<file path="src/plcs_pkg.sv">
`timescale 1ns / 1ps
`default_nettype none
// ----------------------------------------------------------------------------
// plcs_pkg
// Shared types and constants for the packet link credit sync block.
// ----------------------------------------------------------------------------
package plcs_pkg;

	localparam int MPS_W        = 17;
	localparam int SIZE_W       = 18;
	localparam int MARKER_W     = 64;
	localparam int SPACE_W      = 17;
	localparam int HEADER_BYTES_DEF = 8;
	localparam int COUNT_BITS_DEF   = 20;

	localparam logic [MPS_W-1:0] MPS_RESET = 17'h10000;

	localparam logic [1:0] CMD_SEND_BLK = 2'd0;
	localparam logic [1:0] CMD_SEND_NB  = 2'd1;
	localparam logic [1:0] CMD_RX_HDR   = 2'd2;
	localparam logic [1:0] CMD_BEGIN_RX = 2'd3;

	typedef struct packed {
		logic [1:0]          cmd;
		logic [SIZE_W-1:0]   packet_size;
		logic                rx_loopback;
		logic                rx_sync;
		logic [MARKER_W-1:0] rx_marker;
		logic                rx_wait_mode;
	} item_t;

	typedef struct packed {
		logic                tx_valid;
		logic [SIZE_W-1:0]   tx_size;
		logic                tx_sync;
		logic                tx_loopback;
		logic [MARKER_W-1:0] tx_marker;
		logic                send_accepted;
		logic                call_done;
		logic [SIZE_W-1:0]   returned_size;
		logic [SPACE_W-1:0]  send_space;
	} result_t;

	// loopback marker state
	typedef struct packed {
		logic [MARKER_W-1:0] marker_counter;
		logic [MARKER_W-1:0] waiting_marker;
	} marks_t;

endpackage
`default_nettype wire

</file>
<file path="src/packet_link_credit_sync.sv">
`timescale 1ns / 1ps
`default_nettype none
// An accepted request passes the input register, then the result register,
// to result valid. Throughput: one request per cycle unless result_ready stalls;
// the state update closes in the single logic stage between the two registers.
// Reset: arst_n clears count and markers, sets max packet size to 65536 and
// empties both pipeline stages.
// ----------------------------------------------------------------------------
// packet_link_credit_sync
// Credit flow control for a packet link with loopback marker sync.
// ----------------------------------------------------------------------------
module packet_link_credit_sync
	import plcs_pkg::*;
#(
	parameter int HEADER_BYTES = HEADER_BYTES_DEF,
	parameter int COUNT_BITS   = COUNT_BITS_DEF
) (
	input  logic             clk,
	input  logic             arst_n,
	input  logic             item_valid,
	output logic             item_ready,
	input  item_t            item,
	output logic             result_valid,
	input  logic             result_ready,
	output result_t          result,
	input  logic             cfg_we,
	input  logic [MPS_W-1:0] cfg_wdata
);

	item_t                 item_s1;
	logic                  valid_s1;
	result_t               result_s2;
	logic                  valid_s2;
	logic                  adv_s1;
	result_t               res;
	logic [MPS_W-1:0]      mps;
	logic [COUNT_BITS-1:0] count, count_nxt;
	marks_t                marks, marks_nxt;

	// stage 1 moves on whenever the result register is free or being drained
	assign adv_s1     = valid_s1 && (!valid_s2 || result_ready);
	assign item_ready = !valid_s1 || adv_s1;

	always_ff @(posedge clk or negedge arst_n) begin
		if (!arst_n) begin
			valid_s1 <= 1'b0;
			valid_s2 <= 1'b0;
		end else begin
			if (item_ready) begin
				valid_s1 <= item_valid;
			end
			if (adv_s1) begin
				valid_s2 <= 1'b1;
			end else if (result_ready) begin
				valid_s2 <= 1'b0;
			end
		end
	end

	always_ff @(posedge clk) begin
		if (item_valid && item_ready) begin
			item_s1 <= item;
		end
		if (adv_s1) begin
			result_s2 <= res;
		end
	end

	plcs_calc #(
		.HEADER_BYTES(HEADER_BYTES),
		.COUNT_BITS  (COUNT_BITS)
	) u_calc (
		.item     (item_s1),
		.mps      (mps),
		.count    (count),
		.marks    (marks),
		.res      (res),
		.count_nxt(count_nxt),
		.marks_nxt(marks_nxt)
	);

	plcs_state #(
		.COUNT_BITS(COUNT_BITS)
	) u_state (
		.clk      (clk),
		.arst_n   (arst_n),
		.cfg_we   (cfg_we),
		.cfg_wdata(cfg_wdata),
		.upd      (adv_s1),
		.count_nxt(count_nxt),
		.marks_nxt(marks_nxt),
		.mps      (mps),
		.count    (count),
		.marks    (marks)
	);

	assign result_valid = valid_s2;
	assign result       = result_s2;

endmodule
`default_nettype wire

</file>
<file path="src/plcs_calc.sv">
`timescale 1ns / 1ps
`default_nettype none
// ----------------------------------------------------------------------------
// plcs_calc
// Single-pass evaluation of one request against the credit and marker state.
// ----------------------------------------------------------------------------
module plcs_calc
	import plcs_pkg::*;
#(
	parameter int HEADER_BYTES = HEADER_BYTES_DEF,
	parameter int COUNT_BITS   = COUNT_BITS_DEF
) (
	input  item_t                 item,
	input  logic [MPS_W-1:0]      mps,
	input  logic [COUNT_BITS-1:0] count,
	input  marks_t                marks,
	output result_t               res,
	output logic [COUNT_BITS-1:0] count_nxt,
	output marks_t                marks_nxt
);

	localparam int W = ((COUNT_BITS > SIZE_W) ? COUNT_BITS : SIZE_W) + 1;
	localparam logic [W-1:0] CNT_MAX = W'({COUNT_BITS{1'b1}});
	localparam logic [W-1:0] LB_BYTES = W'(HEADER_BYTES + 8);
	localparam logic [W-1:0] HB = W'(HEADER_BYTES);

	logic [W-1:0]        cnt, m, pipe, sz, avail, cnt_dec, gap, add, sum, cnt_fin, av;
	logic                nb_ok, send_go, lb_want, lb_go, marker_hit;
	logic [MARKER_W-1:0] wait_eff, mc_inc;
	logic [SPACE_W-1:0]  space;

	always_comb begin
		cnt   = W'(count);
		m     = W'(mps);
		pipe  = m << 1;
		sz    = W'(item.packet_size);
		avail = (cnt >= pipe) ? '0 : pipe - cnt;
		nb_ok = !(cnt > pipe) && !(sz > avail);

		// sync credit comes back before anything else happens to the count
		if (item.cmd == CMD_RX_HDR && item.rx_sync) begin
			cnt_dec = (cnt > m) ? cnt - m : '0;
		end else begin
			cnt_dec = cnt;
		end

		marker_hit = (item.rx_marker == marks.waiting_marker);
		wait_eff   = (item.cmd == CMD_BEGIN_RX) ? '0 : marks.waiting_marker;
		lb_want    = (item.cmd == CMD_BEGIN_RX) ||
			(item.cmd == CMD_RX_HDR && item.rx_wait_mode && item.rx_loopback && !marker_hit);
		lb_go      = lb_want && (wait_eff == '0) && (m > cnt_dec);
		gap        = m - cnt_dec;
		mc_inc     = marks.marker_counter + 64'd1;
		if (mc_inc == '0) begin
			mc_inc = 64'd1;
		end

		send_go = (item.cmd == CMD_SEND_BLK) || (item.cmd == CMD_SEND_NB && nb_ok);
		add     = send_go ? sz : (lb_go ? LB_BYTES : '0);
		sum     = cnt_dec + add;
		cnt_fin = (sum > CNT_MAX) ? CNT_MAX : sum;

		// space for a non-blocking send after this request
		av = pipe - cnt_fin;
		if (cnt_fin >= pipe) begin
			space = '0;
		end else if (av >= m) begin
			space = mps;
		end else if (av >= HB) begin
			space = av[SPACE_W-1:0];
		end else begin
			space = '0;
		end

		res       = '0;
		marks_nxt = marks;
		case (item.cmd)
			CMD_SEND_BLK, CMD_SEND_NB: begin
				if (send_go) begin
					res.tx_valid      = 1'b1;
					res.tx_size       = item.packet_size;
					res.tx_sync       = (cnt < m && sum >= m) || (cnt < pipe && sum >= pipe);
					res.send_accepted = (item.cmd == CMD_SEND_NB);
				end
			end
			CMD_RX_HDR: begin
				if (!item.rx_loopback) begin
					res.call_done     = 1'b1;
					res.returned_size = item.packet_size;
					if (item.rx_wait_mode) begin
						marks_nxt.waiting_marker = '0;
					end
				end else if (item.rx_wait_mode && marker_hit) begin
					res.call_done            = 1'b1;
					marks_nxt.waiting_marker = '0;
				end
			end
			CMD_BEGIN_RX: begin
				marks_nxt.waiting_marker = '0;
			end
			default: begin
			end
		endcase

		if (lb_go) begin
			res.tx_valid             = 1'b1;
			res.tx_size              = LB_BYTES[SIZE_W-1:0];
			res.tx_sync              = (gap <= LB_BYTES);
			res.tx_loopback          = 1'b1;
			res.tx_marker            = mc_inc;
			marks_nxt.marker_counter = mc_inc;
			marks_nxt.waiting_marker = mc_inc;
		end

		res.send_space = space;
		count_nxt      = cnt_fin[COUNT_BITS-1:0];
	end

endmodule
`default_nettype wire

</file>
<file path="src/plcs_state.sv">
`timescale 1ns / 1ps
`default_nettype none
// ----------------------------------------------------------------------------
// plcs_state
// Configuration register, outstanding byte count and loopback marker state.
// ----------------------------------------------------------------------------
module plcs_state
	import plcs_pkg::*;
#(
	parameter int COUNT_BITS = COUNT_BITS_DEF
) (
	input  logic                  clk,
	input  logic                  arst_n,
	input  logic                  cfg_we,
	input  logic [MPS_W-1:0]      cfg_wdata,
	input  logic                  upd,
	input  logic [COUNT_BITS-1:0] count_nxt,
	input  marks_t                marks_nxt,
	output logic [MPS_W-1:0]      mps,
	output logic [COUNT_BITS-1:0] count,
	output marks_t                marks
);

	logic [MPS_W-1:0]      mps_q;
	logic [COUNT_BITS-1:0] count_q;
	marks_t                marks_q;

	always_ff @(posedge clk or negedge arst_n) begin
		if (!arst_n) begin
			mps_q   <= MPS_RESET;
			count_q <= '0;
			marks_q <= '0;
		end else begin
			if (cfg_we) begin
				mps_q <= cfg_wdata;
			end
			if (upd) begin
				count_q <= count_nxt;
				marks_q <= marks_nxt;
			end
		end
	end

	assign mps   = mps_q;
	assign count = count_q;
	assign marks = marks_q;

endmodule
`default_nettype wire
</file>
<file path="config.mk">
export PLATFORM = sky130hd
export DESIGN_NAME = packet_link_credit_sync
export DESIGN_NICKNAME = d
export VERILOG_FILES = /design/src/plcs_pkg.sv /design/src/packet_link_credit_sync.sv /design/src/plcs_calc.sv /design/src/plcs_state.sv
export SDC_FILE = /design/constraint.sdc
export NUM_CORES = 1
export LEC_CHECK = 0
export BUFFER_PORTS_ARGS = -buffer_cell sky130_fd_sc_hd__buf_4
export CAP_MARGIN = 20
export CORE_UTILIZATION = 61
export DETAILED_ROUTE_END_ITERATION = 12
export PLACE_DENSITY = 0.82
export RECOVER_POWER = 100
export SLEW_MARGIN = 20
export SYNTH_ARGS = -nofsm -noshare
export SYNTH_HDL_FRONTEND = slang
export SYNTH_HIERARCHICAL = 1
export SYNTH_SLANG_ARGS = --single-unit
</file>
<file path="constraint.sdc">
create_clock -name clk -period 14 [get_ports clk]
set_input_delay 3.5 -clock clk [delete_from_list [all_inputs] [get_ports clk]]
set_output_delay 3.5 -clock clk [all_outputs]
set_load 0.02 [all_outputs]
</file>
==> summary.md <==
| Metric | Value |
|---|---|
| IO Count | 233 |
| DPL Wire Length | 57500 um |
| Pwr per Cell Area | 194 nW/um2 |
| GR Util All Layers | 37.7% |
| Max_cap viols | 10 |
| Total via count in the routed design | 20305 |
| Number of antenna violations at the first check in global routing | 0 |
| Final design instance area without fill | 27600 um2 |
| TritonCTS clock tree | yes |
| Leak pwr | 11.9 nW |
| Number of nets in the layout | 2883 |
| Slowest stage cell on the critical path | sky130_fd_sc_hd__dfrtp_1 |
| Final critical delay including setup and external delays | 13050 ps |
| Fillcell total | 3106 |
| Number of enable-type register cells in the synthesized netlist | 209 |
| Worst-case clock buffer depth | 3 |
| Clk sink count | 376 |
| Core outline area | 39700 um2 |
| Total detailed-routing wirelength | 77400 um |
| Post-synth ARST share | 44.4% |
| Detail Route Antenna Nets | 0 |
| Mapped cell area | 24600 um2 |
| Fin. max-slew vios | 685 |
| Site Rows | 73 |
| Outcome | finished, violations left |
| Clk Latency, worst-skew pair | 600 ps |
| Kind of path behind the tightest hold check | reg2reg |
| Avg Inst Size Synth | 10.2 um2 |
| Violations in the final reports | capacitance limit, slew limit |
| Starting density of the core | 61.8% |
| Data required time at the worst endpoint | 14430 ps |
| Wirelength per Cell | 24.4 um |
| Most common flop cell mapped by yosys | sky130_fd_sc_hd__edfxtp_1 |
| Unrepaired setup endpoints after global routing | no |
| Area enclosed by the die boundary | 41100 um2 |
| Post-route fraction of the period consumed by the critical path | 93.2% |
| Final setup violation count | 0 |
| Maximum ir drop on the vdd rail | 0.000118 V |
| Worst clock skew | 32.7 ps |
| Power, Total | 5.37 mW |
| Crit path arrival time | 13480 ps |
| Post-synthesis net count | 2677 |
| Clock transition at the registers of the reported paths | 60 ps |
| Die Span Y | 203 um |
| Diodes inserted | 0 |
| CP Max Fanout | 10 |
| Tightest Pin Transition | 4360 ps |
| Number of synthesized register bits | 376 |
| Most common cell on crit path | sky130_fd_sc_hd__o21ai_0 |
| Number of violations reported at the end of detailed-routing iteration 0 | 2186 |
| CP endpoint kind | flip-flop |
| Post-route worst hold slack | 493 ps |
| H-tree levels | 2 |
| Cells after Synth | 2406 |
| Fraction of final layout cells sized beyond drive strength 1 | 14.7% |
| Quantity of hold-fixing buffers added after cts | 0 |
| Kind of critical path | reg2reg |
| Router iterations before antenna repair | 6 |
| Total Negative Setup Slacks | 0 ps |
| Wire length of the first global-routing pass | 117000 um |
| GRT Residual Overflow | 0 |
| Proportion of synthesized chip area in sequential cells | 42.6% |
| Kind of start point of the critical path | flip-flop |
| Chip Width | 203 um |
| Delay contributed by the slowest stage of the critical path | 640 ps |
| Via count of the first global-routing pass | 19875 |
| Yosys Warn Count | 6 |
| Residual DRC count | 0 |
| End-of-flow core utilization | 69.5% |
| Root Buffer | sky130_fd_sc_hd__clkbuf_16 |
| Hold Violations, Final | 0 |
| Area grow syn2layout | 12.4% |
| Count of distinct cell types in the synthesized netlist | 80 |
| Placed Area | 26700 um2 |
| DR vias/cell | 6.41 |
| # port buffers | 232 |
| Top achievable clock speed | 0.0766 GHz |
| CTS buffer count | 40 |
| Worst slew margin relative to its limit | -190% |
| Pin count of the biggest net entering global routing | 172 |
| RePlAce Congestion | 1.02 |
logic make-up (layout without fill, tap and decap cells):
logic type	Yosys count	after routing	synth area share, %
AO/OA/AOI/OAI	546	546	14.5
XOR/XNOR	189	189	6.74
adder cells (fa/ha/maj)	162	162	8.40
multiplexers	188	188	8.52
AND/OR/NAND/NOR	732	732	15.4
buffers and inverters	213	451	3.86
flip-flops	376	376	42.6
area by class of cell:
type	count	area [um2]	share of cell area, %
multi-input combinational	1817	13200	47.8
sequential	376	10500	37.9
timing repair buffer	263	1440	5.21
clock buffer	48	1040	3.77
tap	525	657	2.38
inverter	114	428	1.55
clock inverter	26	389	1.41
critical path: cells and delay by family (launching register included):
kind / cells / cell delay (ps)
compound gates: 30 / 7400
simple gates: 10 / 2350
fa+ha+maj: 5 / 1900
flops: 1 / 640
buf+inv: 4 / 630
cells in the mapped netlist, types with 5 or more instances:
cell type | number | area (um2)
sky130_fd_sc_hd__ha_1 | 157 | 1960
sky130_fd_sc_hd__nor4_1 | 32 | 200
sky130_fd_sc_hd__and3_1 | 32 | 200
sky130_fd_sc_hd__or3_1 | 11 | 68.8
sky130_fd_sc_hd__a21oi_1 | 89 | 445
sky130_fd_sc_hd__mux2i_1 | 19 | 190
sky130_fd_sc_hd__or2_2 | 10 | 62.6
sky130_fd_sc_hd__a211oi_1 | 16 | 120
sky130_fd_sc_hd__or4_1 | 6 | 45.0
sky130_fd_sc_hd__o22ai_1 | 5 | 31.3
sky130_fd_sc_hd__inv_1 | 114 | 428
sky130_fd_sc_hd__xor2_1 | 50 | 438
sky130_fd_sc_hd__a2111oi_0 | 6 | 52.6
sky130_fd_sc_hd__and4_1 | 8 | 70.1
sky130_fd_sc_hd__nor3_1 | 39 | 195
sky130_fd_sc_hd__buf_1 | 5 | 18.8
sky130_fd_sc_hd__o31ai_1 | 44 | 330
sky130_fd_sc_hd__nor2_1 | 199 | 747
sky130_fd_sc_hd__fa_1 | 5 | 100
sky130_fd_sc_hd__nand3_1 | 60 | 300
sky130_fd_sc_hd__nand2_1 | 131 | 492
sky130_fd_sc_hd__buf_4 | 8 | 60.1
sky130_fd_sc_hd__edfxtp_1 | 209 | 6280
sky130_fd_sc_hd__clkbuf_1 | 50 | 188
sky130_fd_sc_hd__nor3b_1 | 5 | 37.5
sky130_fd_sc_hd__nand3b_1 | 10 | 75.1
sky130_fd_sc_hd__o21ai_0 | 141 | 706
sky130_fd_sc_hd__a21o_1 | 117 | 878
sky130_fd_sc_hd__o21a_1 | 29 | 218
sky130_fd_sc_hd__dfrtp_1 | 166 | 4150
sky130_fd_sc_hd__xnor2_1 | 139 | 1220
sky130_fd_sc_hd__and2_1 | 63 | 394
sky130_fd_sc_hd__a21boi_0 | 5 | 37.5
sky130_fd_sc_hd__nor2b_1 | 28 | 175
sky130_fd_sc_hd__o2111ai_1 | 6 | 52.6
sky130_fd_sc_hd__o211ai_1 | 5 | 37.5
sky130_fd_sc_hd__o21bai_1 | 12 | 90.1
sky130_fd_sc_hd__buf_6 | 12 | 135
sky130_fd_sc_hd__nand2b_1 | 29 | 181
sky130_fd_sc_hd__nand4_1 | 52 | 325
sky130_fd_sc_hd__a31oi_1 | 16 | 100
sky130_fd_sc_hd__mux2_2 | 169 | 1900
sky130_fd_sc_hd__buf_2 | 23 | 115
sky130_fd_sc_hd__o21ai_1 | 8 | 40.0
per-stage QoR:
step           instances  setup slack (ps)
4_1_cts             3166               605
3_3_place_gp        3092              1120
6_report            3169               951
3_5_place_dp        3092               700
5_1_grt             3169              59.6
2_1_floorplan       2406              1670
flip-flops by register name (all words and copies together) (netlist names):
register / count
valid_s1: 1
item_s1: 87
u_state/count: 20
u_state/mps: 17
result: 122
result_valid: 1
u_state/marks: 128
per-layer routing:
metal / global-route usage [%] / up-vias / routed length, um
li1: - / 9187 / -
met1: 47.3 / 9832 / 29800
met2: 61.8 / 1046 / 36700
met3: 4.86 / 240 / 5590
met4: 23.9 / 0 / 5360
met5: 0 / - / 0
what timing repair did:
action | 4_1_cts | 5_1_grt
setup endpoints to repair | 0 | 17
endpoints found under the hold margin | 0 | 0
setup buffers | 0 | 3
gates resized for setup | 0 | 5
path summary, 6_finish.rpt:
path,startpoint,endpoint,slack [ps],cells past startpoint
worst max-delay path,u_state/mps[6]$_DFFE_PN0P_,result[0]$_DFFE_PP_,950,49
worst min register to register,valid_s1$_DFFE_PN0P_,result_valid$_DFFE_PN0P_,490,1
worst max register to register,u_state/mps[6]$_DFFE_PN0P_,result[0]$_DFFE_PP_,950,49
worst min-delay path,valid_s1$_DFFE_PN0P_,result_valid$_DFFE_PN0P_,490,1
max in group asynchronous,arst_n,u_state/mps[1]$_DFFE_PN0P_,5510,2
min in group asynchronous,arst_n,u_state/mps[4]$_DFFE_PN0P_,3710,1
power by group:
part	leakage (nW)	internal, mW	switching [mW]
clock	0.685	0.687	0.470
combinational	6.94	1.08	1.73
sequential	4.31	1.29	0.107
total	11.9	3.06	2.31
layout by cell type, fill, tap and decap left out, types with 8 or more instances in the layout:
cell                        Yosys  layout
sky130_fd_sc_hd__edfxtp_1     209     209
sky130_fd_sc_hd__nor2_1       199     198
sky130_fd_sc_hd__dfrtp_1      166     166
sky130_fd_sc_hd__mux2_2       169     166
sky130_fd_sc_hd__ha_1         157     157
sky130_fd_sc_hd__clkbuf_1      50     149
sky130_fd_sc_hd__o21ai_0      141     142
sky130_fd_sc_hd__xnor2_1      139     139
sky130_fd_sc_hd__nand2_1      131     131
sky130_fd_sc_hd__a21o_1       117     117
sky130_fd_sc_hd__inv_1        114     114
sky130_fd_sc_hd__a21oi_1       89      88
sky130_fd_sc_hd__clkbuf_4       0      82
sky130_fd_sc_hd__nand3_1       60      60
sky130_fd_sc_hd__nand4_1       52      52
sky130_fd_sc_hd__xor2_1        50      50
sky130_fd_sc_hd__o31ai_1       44      43
sky130_fd_sc_hd__and2_1        63      41
sky130_fd_sc_hd__clkbuf_16      0      40
sky130_fd_sc_hd__nor3_1        39      39
sky130_fd_sc_hd__buf_4          8      38
sky130_fd_sc_hd__nor4_1        32      32
sky130_fd_sc_hd__and3_1        32      32
sky130_fd_sc_hd__nand2b_1      29      29
sky130_fd_sc_hd__o21a_1        29      29
sky130_fd_sc_hd__nor2b_1       28      28
sky130_fd_sc_hd__and2_0         1      23
sky130_fd_sc_hd__mux2i_1       19      19
sky130_fd_sc_hd__a31oi_1       16      16
sky130_fd_sc_hd__a211oi_1      16      16
sky130_fd_sc_hd__o21bai_1      12      12
sky130_fd_sc_hd__nand3b_1      10      11
sky130_fd_sc_hd__or3_1         11      11
sky130_fd_sc_hd__or2_2         10      10
sky130_fd_sc_hd__bufinv_16      0       8
sky130_fd_sc_hd__and4_1         8       8
Power figures use the tool's default switching activity.
